## config.mk

```make
export PLATFORM = sky130hd
export DESIGN_NAME = sync_packet_deframer_flat
export DESIGN_NICKNAME = d
export VERILOG_FILES = /design/src/design/spd_pkg.sv /design/src/design/spd_if.sv /design/src/design/sync_packet_deframer.sv /design/src/design/spd_parser.sv /design/src/flat_wrapper.sv
export SDC_FILE = /design/constraint.sdc
export NUM_CORES = 1
export LEC_CHECK = 0
export BUFFER_PORTS_ARGS = -buffer_cell sky130_fd_sc_hd__buf_2
export CORE_UTILIZATION = 60
export CTS_CLUSTER_SIZE = 8
export DETAILED_ROUTE_END_ITERATION = 12
export GPL_TIMING_DRIVEN = 0
export PLACE_DENSITY = 0.84
export SYNTH_ARGS = -nofsm -noshare
export SYNTH_HDL_FRONTEND = slang
export SYNTH_SLANG_ARGS = --single-unit
```

## constraint.sdc

```tcl
create_clock -name clk -period 4.8 [get_ports clk]
set_input_delay 0.48 -clock clk [delete_from_list [all_inputs] [get_ports clk]]
set_output_delay 0.48 -clock clk [all_outputs]
set_load 0.1 [all_outputs]
```

## src/design/spd_pkg.sv

```systemverilog
`default_nettype none

package spd_pkg;

    // Kind of data carried by one result.
    localparam logic [1:0] KIND_NONE    = 2'd0;
    localparam logic [1:0] KIND_NAME    = 2'd1;
    localparam logic [1:0] KIND_PAYLOAD = 2'd2;

    // Packet status codes.
    localparam logic [1:0] ST_BUSY       = 2'd0;
    localparam logic [1:0] ST_OK         = 2'd1;
    localparam logic [1:0] ST_WRONG_TYPE = 2'd2;
    localparam logic [1:0] ST_MALFORMED  = 2'd3;

    // One parser result, valid when have is set.
    typedef struct packed {
        logic        have;
        logic [1:0]  byte_kind;
        logic [7:0]  out_byte;
        logic [31:0] item_number;
        logic        item_end;
        logic [1:0]  packet_status;
    } spd_result_t;

endpackage

`default_nettype wire

```

## src/design/spd_if.sv

```systemverilog
`default_nettype none

// Byte channel into the deframer.
interface spd_in_if;
    logic       valid;
    logic       ready;
    logic [7:0] data_byte;
    logic       buffer_end;

    modport source (output valid, output data_byte, output buffer_end, input ready);
    modport sink (input valid, input data_byte, input buffer_end, output ready);
endinterface

// Result channel out of the deframer.
interface spd_out_if;
    logic        valid;
    logic        ready;
    logic [1:0]  byte_kind;
    logic [7:0]  out_byte;
    logic [31:0] item_number;
    logic        item_end;
    logic [1:0]  packet_status;

    modport source (output valid, output byte_kind, output out_byte, output item_number,
                    output item_end, output packet_status, input ready);
    modport sink (input valid, input byte_kind, input out_byte, input item_number,
                  input item_end, input packet_status, output ready);
endinterface

`default_nettype wire

```

## src/design/sync_packet_deframer.sv

```systemverilog
// Channel  | Direction | Transfer carries
// ---------+-----------+--------------------------------------------------------
// in_ch    | sink      | data_byte, buffer_end
// out_ch   | source    | byte_kind, out_byte, item_number, item_end, packet_status
// cfg      | write     | cfg_wr_en, cfg_wr_data (expected packet type)
//
// One byte is taken per cycle while out_ch is not stalled; its result, if any, appears in the cycle after.
// The rate is set by the single result register: a new byte is taken whenever
// that register is empty or is being read in the same cycle.
// Reset (rst_n low, asynchronous) clears the parser, the output valid and the
// expected type. A stall on out_ch holds in_ch.ready low until the result moves.

`default_nettype none

module sync_packet_deframer
    import spd_pkg::*;
(
    input  wire logic        clk,
    input  wire logic        rst_n,
    input  wire logic        cfg_wr_en,
    input  wire logic [31:0] cfg_wr_data,
    spd_in_if.sink           in_ch,
    spd_out_if.source        out_ch
);

    logic [31:0] expected_type_reg;
    logic        out_valid_reg;
    spd_result_t out_reg;
    spd_result_t result;
    logic        in_fire;

    // Configuration register.
    always_ff @(posedge clk or negedge rst_n)
    begin
        if (!rst_n)
        begin
            expected_type_reg <= 32'd0;
        end
        else if (cfg_wr_en)
        begin
            expected_type_reg <= cfg_wr_data;
        end
    end

    // Input transfer whenever the result register can take a new value.
    assign in_ch.ready = !out_valid_reg || out_ch.ready;
    assign in_fire     = in_ch.valid && in_ch.ready;

    spd_parser u_parser (
        .clk           (clk),
        .rst_n         (rst_n),
        .step          (in_fire),
        .data_byte     (in_ch.data_byte),
        .buffer_end    (in_ch.buffer_end),
        .expected_type (expected_type_reg),
        .result        (result)
    );

    // Result register valid flag.
    always_ff @(posedge clk or negedge rst_n)
    begin
        if (!rst_n)
        begin
            out_valid_reg <= 1'b0;
        end
        else if (in_fire)
        begin
            out_valid_reg <= result.have;
        end
        else if (out_ch.ready)
        begin
            out_valid_reg <= 1'b0;
        end
    end

    // Result register payload.
    always_ff @(posedge clk)
    begin
        if (in_fire)
        begin
            out_reg <= result;
        end
    end

    assign out_ch.valid         = out_valid_reg;
    assign out_ch.byte_kind     = out_reg.byte_kind;
    assign out_ch.out_byte      = out_reg.out_byte;
    assign out_ch.item_number   = out_reg.item_number;
    assign out_ch.item_end      = out_reg.item_end;
    assign out_ch.packet_status = out_reg.packet_status;

`ifndef SYNTH
    // An in-progress result always carries a data byte or closes an item.
    a_busy_has_content: assert property (@(posedge clk) disable iff (!rst_n)
        out_valid_reg && out_reg.packet_status == ST_BUSY
        |-> out_reg.byte_kind != KIND_NONE || out_reg.item_end)
        else $error("in-progress result without data or item end");

    // A rejected packet reports no data and closes no item.
    a_wrong_type_bare: assert property (@(posedge clk) disable iff (!rst_n)
        out_valid_reg && out_reg.packet_status == ST_WRONG_TYPE
        |-> out_reg.byte_kind == KIND_NONE && !out_reg.item_end)
        else $error("wrong-type result carries data");

    // A result without data carries a zero byte.
    a_no_data_zero: assert property (@(posedge clk) disable iff (!rst_n)
        out_valid_reg && out_reg.byte_kind == KIND_NONE |-> out_reg.out_byte == 8'd0)
        else $error("nonzero byte on a result without data");
`endif

endmodule

`default_nettype wire

```

## src/design/spd_parser.sv

```systemverilog
`default_nettype none

module spd_parser
    import spd_pkg::*;
(
    input  wire logic        clk,
    input  wire logic        rst_n,
    input  wire logic        step,
    input  wire logic [7:0]  data_byte,
    input  wire logic        buffer_end,
    input  wire logic [31:0] expected_type,
    output spd_result_t      result
);

    typedef enum logic [2:0] {
        PH_HLEN  = 3'd0,
        PH_TYPE  = 3'd1,
        PH_COUNT = 3'd2,
        PH_NLEN  = 3'd3,
        PH_NAME  = 3'd4,
        PH_PLEN  = 3'd5,
        PH_PAY   = 3'd6,
        PH_DONE  = 3'd7
    } phase_t;

    phase_t      phase_reg, phase_next;
    logic [1:0]  field_idx_reg, field_idx_next;
    logic [31:0] field_shift_reg, field_shift_next;
    logic [31:0] items_expected_reg, items_expected_next;
    logic [31:0] items_finished_reg, items_finished_next;
    logic [31:0] bytes_remaining_reg, bytes_remaining_next;

    logic [31:0] shifted;
    logic [31:0] finished_inc;
    logic [31:0] remaining_dec;

    assign shifted       = {field_shift_reg[23:0], data_byte};
    assign finished_inc  = items_finished_reg + 32'd1;
    assign remaining_dec = bytes_remaining_reg - 32'd1;

    // Next state and the result for the byte being transferred.
    always_comb
    begin
        phase_next           = phase_reg;
        field_idx_next       = field_idx_reg;
        field_shift_next     = field_shift_reg;
        items_expected_next  = items_expected_reg;
        items_finished_next  = items_finished_reg;
        bytes_remaining_next = bytes_remaining_reg;

        result.have          = 1'b0;
        result.byte_kind     = KIND_NONE;
        result.out_byte      = 8'd0;
        result.item_number   = items_finished_reg;
        result.item_end      = 1'b0;
        result.packet_status = ST_BUSY;

        unique case (phase_reg)
            PH_DONE:
            begin
                // Trailing bytes are dropped.
            end
            PH_NAME:
            begin
                result.have          = 1'b1;
                result.byte_kind     = KIND_NAME;
                result.out_byte      = data_byte;
                bytes_remaining_next = remaining_dec;
                if (remaining_dec == 32'd0)
                begin
                    phase_next = PH_PLEN;
                end
            end
            PH_PAY:
            begin
                result.have          = 1'b1;
                result.byte_kind     = KIND_PAYLOAD;
                result.out_byte      = data_byte;
                bytes_remaining_next = remaining_dec;
                if (remaining_dec == 32'd0)
                begin
                    result.item_end     = 1'b1;
                    items_finished_next = finished_inc;
                    if (finished_inc == items_expected_reg)
                    begin
                        phase_next           = PH_DONE;
                        result.packet_status = ST_OK;
                    end
                    else
                    begin
                        phase_next = PH_NLEN;
                    end
                end
            end
            PH_HLEN, PH_TYPE, PH_COUNT, PH_NLEN, PH_PLEN:
            begin
                // A 32-bit big-endian field collects one byte per transfer.
                field_shift_next = shifted;
                if (field_idx_reg != 2'd3)
                begin
                    field_idx_next = field_idx_reg + 2'd1;
                end
                else
                begin
                    field_idx_next = 2'd0;
                    unique case (phase_reg)
                        PH_HLEN:
                        begin
                            phase_next = PH_TYPE;
                        end
                        PH_TYPE:
                        begin
                            if (shifted != expected_type)
                            begin
                                result.have          = 1'b1;
                                result.packet_status = ST_WRONG_TYPE;
                                phase_next           = PH_DONE;
                            end
                            else
                            begin
                                phase_next = PH_COUNT;
                            end
                        end
                        PH_COUNT:
                        begin
                            items_expected_next = shifted;
                            items_finished_next = 32'd0;
                            if (shifted == 32'd0)
                            begin
                                result.have          = 1'b1;
                                result.packet_status = ST_OK;
                                phase_next           = PH_DONE;
                            end
                            else
                            begin
                                phase_next = PH_NLEN;
                            end
                        end
                        PH_NLEN:
                        begin
                            bytes_remaining_next = shifted;
                            phase_next = (shifted != 32'd0) ? PH_NAME : PH_PLEN;
                        end
                        PH_PLEN:
                        begin
                            bytes_remaining_next = shifted;
                            if (shifted == 32'd0)
                            begin
                                // Empty payload closes the item at once.
                                result.have         = 1'b1;
                                result.item_end     = 1'b1;
                                items_finished_next = finished_inc;
                                if (finished_inc == items_expected_reg)
                                begin
                                    phase_next           = PH_DONE;
                                    result.packet_status = ST_OK;
                                end
                                else
                                begin
                                    phase_next = PH_NLEN;
                                end
                            end
                            else
                            begin
                                phase_next = PH_PAY;
                            end
                        end
                        default:
                        begin
                            phase_next = phase_reg;
                        end
                    endcase
                end
            end
        endcase

        // The last byte of a buffer reports an unfinished packet and clears state.
        if (buffer_end)
        begin
            if (phase_next != PH_DONE)
            begin
                result.have = 1'b1;
                if (phase_next == PH_HLEN || phase_next == PH_TYPE)
                begin
                    result.packet_status = (expected_type != 32'd0) ? ST_WRONG_TYPE
                                                                    : ST_MALFORMED;
                end
                else
                begin
                    result.packet_status = ST_MALFORMED;
                end
            end
            phase_next           = PH_HLEN;
            field_idx_next       = 2'd0;
            field_shift_next     = 32'd0;
            items_expected_next  = 32'd0;
            items_finished_next  = 32'd0;
            bytes_remaining_next = 32'd0;
        end
    end

    // Parser state advances on every transfer.
    always_ff @(posedge clk or negedge rst_n)
    begin
        if (!rst_n)
        begin
            phase_reg           <= PH_HLEN;
            field_idx_reg       <= 2'd0;
            field_shift_reg     <= 32'd0;
            items_expected_reg  <= 32'd0;
            items_finished_reg  <= 32'd0;
            bytes_remaining_reg <= 32'd0;
        end
        else if (step)
        begin
            phase_reg           <= phase_next;
            field_idx_reg       <= field_idx_next;
            field_shift_reg     <= field_shift_next;
            items_expected_reg  <= items_expected_next;
            items_finished_reg  <= items_finished_next;
            bytes_remaining_reg <= bytes_remaining_next;
        end
    end

endmodule

`default_nettype wire
```

## src/flat_wrapper.sv

```systemverilog
// flat-port wrapper written by rule: the top's interface ports become plain ports
module sync_packet_deframer_flat import spd_pkg::*;
  (clk, rst_n, cfg_wr_en, cfg_wr_data, in_ch_valid, in_ch_data_byte, in_ch_buffer_end, in_ch_ready, out_ch_valid, out_ch_byte_kind, out_ch_out_byte, out_ch_item_number, out_ch_item_end, out_ch_packet_status, out_ch_ready);
  spd_in_if in_ch_i ();
  spd_out_if out_ch_i ();
  input  wire logic clk;
  input  wire logic rst_n;
  input  wire logic cfg_wr_en;
  input  wire logic [31:0] cfg_wr_data;
  input wire logic [$bits(in_ch_i.valid)-1:0] in_ch_valid;
  input wire logic [$bits(in_ch_i.data_byte)-1:0] in_ch_data_byte;
  input wire logic [$bits(in_ch_i.buffer_end)-1:0] in_ch_buffer_end;
  output wire logic [$bits(in_ch_i.ready)-1:0] in_ch_ready;
  output wire logic [$bits(out_ch_i.valid)-1:0] out_ch_valid;
  output wire logic [$bits(out_ch_i.byte_kind)-1:0] out_ch_byte_kind;
  output wire logic [$bits(out_ch_i.out_byte)-1:0] out_ch_out_byte;
  output wire logic [$bits(out_ch_i.item_number)-1:0] out_ch_item_number;
  output wire logic [$bits(out_ch_i.item_end)-1:0] out_ch_item_end;
  output wire logic [$bits(out_ch_i.packet_status)-1:0] out_ch_packet_status;
  input wire logic [$bits(out_ch_i.ready)-1:0] out_ch_ready;
  assign in_ch_i.valid = in_ch_valid;
  assign in_ch_i.data_byte = in_ch_data_byte;
  assign in_ch_i.buffer_end = in_ch_buffer_end;
  assign in_ch_ready = in_ch_i.ready;
  assign out_ch_valid = out_ch_i.valid;
  assign out_ch_byte_kind = out_ch_i.byte_kind;
  assign out_ch_out_byte = out_ch_i.out_byte;
  assign out_ch_item_number = out_ch_i.item_number;
  assign out_ch_item_end = out_ch_i.item_end;
  assign out_ch_packet_status = out_ch_i.packet_status;
  assign out_ch_i.ready = out_ch_ready;
  sync_packet_deframer u_core (.clk(clk), .rst_n(rst_n), .cfg_wr_en(cfg_wr_en), .cfg_wr_data(cfg_wr_data), .in_ch(in_ch_i), .out_ch(out_ch_i));
endmodule
```

* After elaboration in Yosys (flattened, before gate mapping)
Cells that the tools add are included.
Operators by class: add/subtract/negate cells 3, equality and inequality tests 17, mux-type cells 53, reductions and logical operators 23
Operator list (count):
- 32-bit two-way mux | 11
- 32-bit case mux with 2 select lines | 3
- 32-bit zero test | 2
- 32-bit nonzero test | 2
- 24-bit two-way mux | 2
- 3-bit two-way mux | 11
- 32-bit by 1-bit adder with 32-bit output (second input constant) | 1
- 32-bit equality test | 1
- 32-bit inequality test | 1
- 32-bit by 1-bit subtractor with 32-bit output (second input constant) | 1
- 10-bit case mux with 2 select lines | 1
- 3-bit case mux with 5 select lines | 1
- 1-bit two-way mux | 13
- 2-bit two-way mux | 6
- 3-bit inequality test (second input constant) | 4
- 3-bit equality test (second input constant) | 3
- 3-bit case mux with 3 select lines | 1
- 4-bit inequality test (second input constant) | 2
- 4-bit AND reduction | 2
- 3-bit by 1-bit equality test with 1-bit output (second input constant) | 2
- 3-bit by 2-bit equality test with 1-bit output (second input constant) | 2
- 3-bit zero test | 2
- 2-bit case mux with 3 select lines | 1
- 3-bit case mux with 2 select lines | 1
- 12 further kinds | 20
Storage, ports and cells: register bits 203, bits of input ports 46, output and inout port bits 47, logic and storage cells 109

* Logic depth before layout (Yosys ltp)
word-level depth 12, mapped depth 14, depth with buffers taken out 12

* Cells and area by module
Synthesis repeated with hierarchy kept, for this count alone.
Second synthesis, totals: cell total of the unflattened synthesis 1185, area total of the unflattened synthesis 11338.4 sq um
Modules (own cells, without submodules):
- spd_parser | times used 1, cells an instance 1067, area an instance 8597.0 sq um, sequential area each 3128.0 sq um
- sync_packet_deframer | times used 1, cells an instance 118, area an instance 2741.4 sq um, sequential area each 2177.1 sq um

* Least setup slack after synthesis
Ideal clock, no wire load.
path type reg2reg, start point register u_core.out_valid_reg (netlist: u_core.out_ch.valid), end point register u_core.u_parser.items_expected_reg[30], setup time 143 ps, arrival 3872 ps, required time 4657 ps, setup slack 786 ps, stages on the path, launching flop included 8, path buffers 1, period minus slack after synthesis 4014 ps, path through dfrtp_1 nand2b_1 nand2_1 inv_1 o21ai_1 clkbuf_1 nand2_1 o21ai_0
Between the ends: cells in the longest elaborated chain, start to end 4
RTL lines:
- from (decl) | RTL line sync_packet_deframer.sv:27 | logic out_valid_reg;
- from (signal assigned) | RTL line sync_packet_deframer.sv:68 | out_valid_reg <= result.have;
- 1-bit zero test | RTL line sync_packet_deframer.sv:46 | assign in_ch.ready = !out_valid_reg || out_ch.ready;
- 1-bit logical OR | RTL line sync_packet_deframer.sv:46
- named net in_ch_ready | RTL line flat_wrapper.sv:13 | output wire logic [$bits(in_ch_i.ready)-1:0] in_ch_ready;
- 1-bit logical AND | RTL line sync_packet_deframer.sv:47 | assign in_fire = in_ch.valid && in_ch.ready;
- named net u_core.in_fire | RTL line sync_packet_deframer.sv:30 | logic in_fire;
- 4-bit AND reduction (no line)
- to (signal assigned) | RTL line spd_parser.sv:219 | items_expected_reg <= items_expected_next;
- to (decl) | RTL line spd_parser.sv:29 | logic [31:0] items_expected_reg, items_expected_next;
The timed path passes the listed nets, and every way through them passes these cells. A chain may end at the register's enable or synchronous reset.

* Final worst setup path
start point register u_core.u_parser.bytes_remaining_reg[0], end point register u_core.u_parser.items_finished_reg[18]
Between the ends: cells in the longest elaborated chain, start to end 4
RTL lines:
- from (decl) | RTL line spd_parser.sv:31 | logic [31:0] bytes_remaining_reg, bytes_remaining_next;
- from (signal assigned) | RTL line spd_parser.sv:221 | bytes_remaining_reg <= bytes_remaining_next;
- 32-bit by 1-bit subtractor with 32-bit output | RTL line spd_parser.sv:39 | assign remaining_dec = bytes_remaining_reg - 32'd1;
- 32-bit zero test | RTL line spd_parser.sv:80 | if (remaining_dec == 32'd0)
- 3-bit inequality test (no line)
- 6-bit AND reduction (no line)
- to (signal assigned) | RTL line spd_parser.sv:220 | items_finished_reg <= items_finished_next;
- to (decl) | RTL line spd_parser.sv:30 | logic [31:0] items_finished_reg, items_finished_next;
No other way between the ends.

==> summary.md <==
| Metric | Value |
|---|---|
| Net Sw Frac | `0.297` |
| FP Rows | `48` |
| Kind of critical path | `flop to flop` |
| Area grow syn2layout | `15.1%` |
| Clk_skew | `11.7 ps` |
| Post-CTS Setup Bufs | `0` |
| Placer Congestion | `0.969` |
| Register area share after synthesis | `0.489` |
| H-tree Lvls | `1` |
| Die width | `between 100 and 150 um` |
| Initial antenna violation count | `0` |
| Most Used Layer, Global Route | `met2` |
| Crit path max fanout | `10` |
| Post-synthesis cell count | `1,143` |
| Final Core Density | `0.714` |
| Vias | `9,623` |
| WL final | `31,000 um` |
| Clk pin slew, worst setup/hold paths | `50 ps` |
| Commonest non-fill, non-tap cell in the layout | `dfrtp_1` |
| Max Cap Viol | `0` |
| Most frequent cells in the layout | `dfrtp_1, nand2_1, o21ai_0` |
| Reg power frac | `0.428` |
| Pre-CTS WS | `343 ps` |
| Iteration-0 DRC Markers | `1,067` |
| Met3 GRT Util | `0.0529` |
| Syn. warnings | `0` |
| Synth area leader | `dfrtp_1` |
| Met2 GRT Util | `0.560` |
| Crit. End Element | `flop` |
| GRT overflow | `0` |
| Total GRT Usage | `0.346` |
| Die ar. | `18,600 um^2` |
| Post-synthesis register bit count | `203` |
| # IOs | `93` |
| Hold slack | `163 ps` |
| First-pass GRT wire length | `49,500 um` |
| Distinct cells, synth | `78` |
| Number of global-route vias before repair | `9,309` |
| RSZ-0062 raised after global routing | `false` |
| Gate power share | `0.166` |
| CTS max path bufs | `3` |
| CTS tree | `yes` |
| DRT Pass-1 Iters | `9` |
| Tot Pwr | `4.67 mW` |
| Core area | `17,500 um^2` |
| Worst vdd ir | `0.000458 V` |
| CP Launch Type | `flop` |
| Switch Pwr | `1.39 mW` |
| Fill cell count | `about 1,300` |
| CTS Root Cell | `clkbuf_16` |
| Worst-margin pin slew | `1010 ps` |
| Initial core utilization | `0.621` |
| # nets final | `approximately 1,300` |
| Met1 GRT Util | `0.450` |
| Worst relative slew slack | `0.318` |
| ANT nets after route | `0` |
| Post-DP HPWL | `21,500 um` |
| Antenna cells | `0` |
| Dominant synthesized flop cell | `dfrtp_1` |
| Layout cells sized above 1 | `0.158` |
| Leakage | `5.21 nW` |
| Synthesized area per cell | `between 9 and 10 um^2` |
| Vias per inst | `6.39` |
| Internal power | `3.28 mW` |
| Fin. Hold Viols | `0` |
| CP required | `5220 ps` |
| P per Cell Area | `374 nW/um^2` |
| Input/output buffers | `91` |
| Max-slew violations | `0` |
| Hold WC Path Type | `input pin to flop` |
| Synth Cell Area | `10,900 um^2` |
| EDFF count, synth | `45` |
| Top-area cell type share of the netlist area | `0.364` |
| CP arrival | `5030 ps` |
| Fraction of registers with async set/reset | `0.778` |
| Status | `completed` |
| Die height | `136 um` |
| Synth area leaders | `dfrtp_1, edfxtp_1, o21ai_0` |
| Clock power frac | `0.405` |
| Sink Count | `203` |
| Worst skew pair latency | `about 550 ps` |
| Final setup viols | `0` |
| Largest net degree at the start of global routing | `95` |
| Worst setup margin | `197 ps` |
| Routed wire per std cell | `20.5 um` |
| Achievable Freq | `217 MHz` |
| Min cycle time layout | `4600 ps` |
| Fin crit share | `0.959` |
| Synthesized Nets | `1,193` |
| CTS Buf Count | `29` |
| Setup_tns | `0 ps` |
| DRC | `0` |
==> Yosys cell counts (all sizes together), types with 3 or more instances <==
master,n
and3,18
nand3,24
and2,8
o211ai,3
nand3b,7
o41ai,3
mux2i,6
xor2,23
o31ai,32
nand2,145
or4,9
xnor2,61
edfxtp,45
nor2b,6
or4b,3
nand2b,11
and4,4
a21oi,51
nor3,22
o21ai,149
or3,4
a22oi,7
nor2,88
dfrtp,158
nand4,32
a211oi,4
clkbuf,52
o21a,3
buf,23
a31oi,15
ha,4
a22o,4
nor3b,3
mux2,33
nor4,39
nor4b,3
inv,16
==> routing by layer <==
metal	share of wire	vias up
li1	-	4394
met1	0.39	4570
met2	0.47	536
met3	0.084	123
met4	0.054	0
met5	0	-
==> cells by family after synthesis <==
group                    Yosys count  share of synthesized area
XOR/XNOR                          84                     0.0685
buffers and inverters             92                     0.0369
flip-flops                       203                      0.489
multiplexers                      39                     0.0398
AND/OR/NAND/NOR                  431                      0.203
AO/OA/AOI/OAI                    289                      0.157
adder cells (fa/ha/maj)            5                    0.00553
==> power by group through the flow <==
stage | clock network (mW) | registers, mW | logic [mW]
3_5_place_dp | 0 | 2.02 | 0.757
6_report | 1.89 | 2.00 | 0.778
3_3_place_gp | 0 | 2.02 | 0.738
2_1_floorplan | 0 | 2.13 | 0.419
4_1_cts | 1.91 | 2.00 | 0.768
5_1_grt | 1.97 | 2.01 | 0.845
==> through the flow <==
| stage | area, um^2 | instances |
|---|---|---|
| after floorplan | 10900 | 1143 |
| after global placement | 11600 | 1459 |
| after detailed placement | 11600 | 1461 |
| after CTS | 12500 | 1507 |
| after global routing | 12500 | 1507 |
| final | 12500 | 1507 |
==> worst paths after layout <==
kind	startpoint	depth (start not counted)	endpoint	slack, ps
worst min register to register	u_core.u_parser.items_finished_reg[9]	0	u_core.out_ch.item_number[9]	440
worst min-delay path	cfg_wr_data[2]	2	u_core.expected_type_reg[2]	160
min in group asynchronous	rst_n	2	u_core.u_parser.bytes_remaining_reg[30]	490
worst max register to register	u_core.u_parser.bytes_remaining_reg[0]	13	u_core.u_parser.items_finished_reg[18]	200
max in group asynchronous	rst_n	3	u_core.u_parser.items_expected_reg[10]	3410
worst max-delay path	u_core.u_parser.bytes_remaining_reg[0]	13	u_core.u_parser.items_finished_reg[18]	200
==> layout make-up <==
class / count / area, um^2 / share of cell area
flip-flops and latches: 203 / 5310 / 0.425
multi-input cells: 848 / 5150 / 0.413
clock buffers: 43 / 778 / 0.0623
repair buffers: 94 / 519 / 0.0416
plain buffers: 75 / 337 / 0.0270
well taps: 225 / 282 / 0.0225
inverters: 17 / 63.8 / 0.00511
clock inverters: 2 / 50.0 / 0.00401
==> worst max-delay path, cell delays in order, from the launching register on <==
cell and delay (ps):
dfrtp_1 450, inv_1 120, ha_1 290, or4b_2 650, nor3b_1 380, xor2_1 140
nor4_1 320, nand4_1 160, or4_4 620, nor2_1 160, o21ai_1 150, clkbuf_1 320
clkbuf_1 360, o31ai_1 360
==> repair_timing <==
| action | 4_1_cts | 5_1_grt |
|---|---|---|
| resized for setup | 0 | 1 |
| hold buffers | 1 | 0 |
| hold endpoints to repair | 64 | 0 |
| endpoints found under the setup margin | 0 | 1 |
Power figures use the tool's default switching activity.
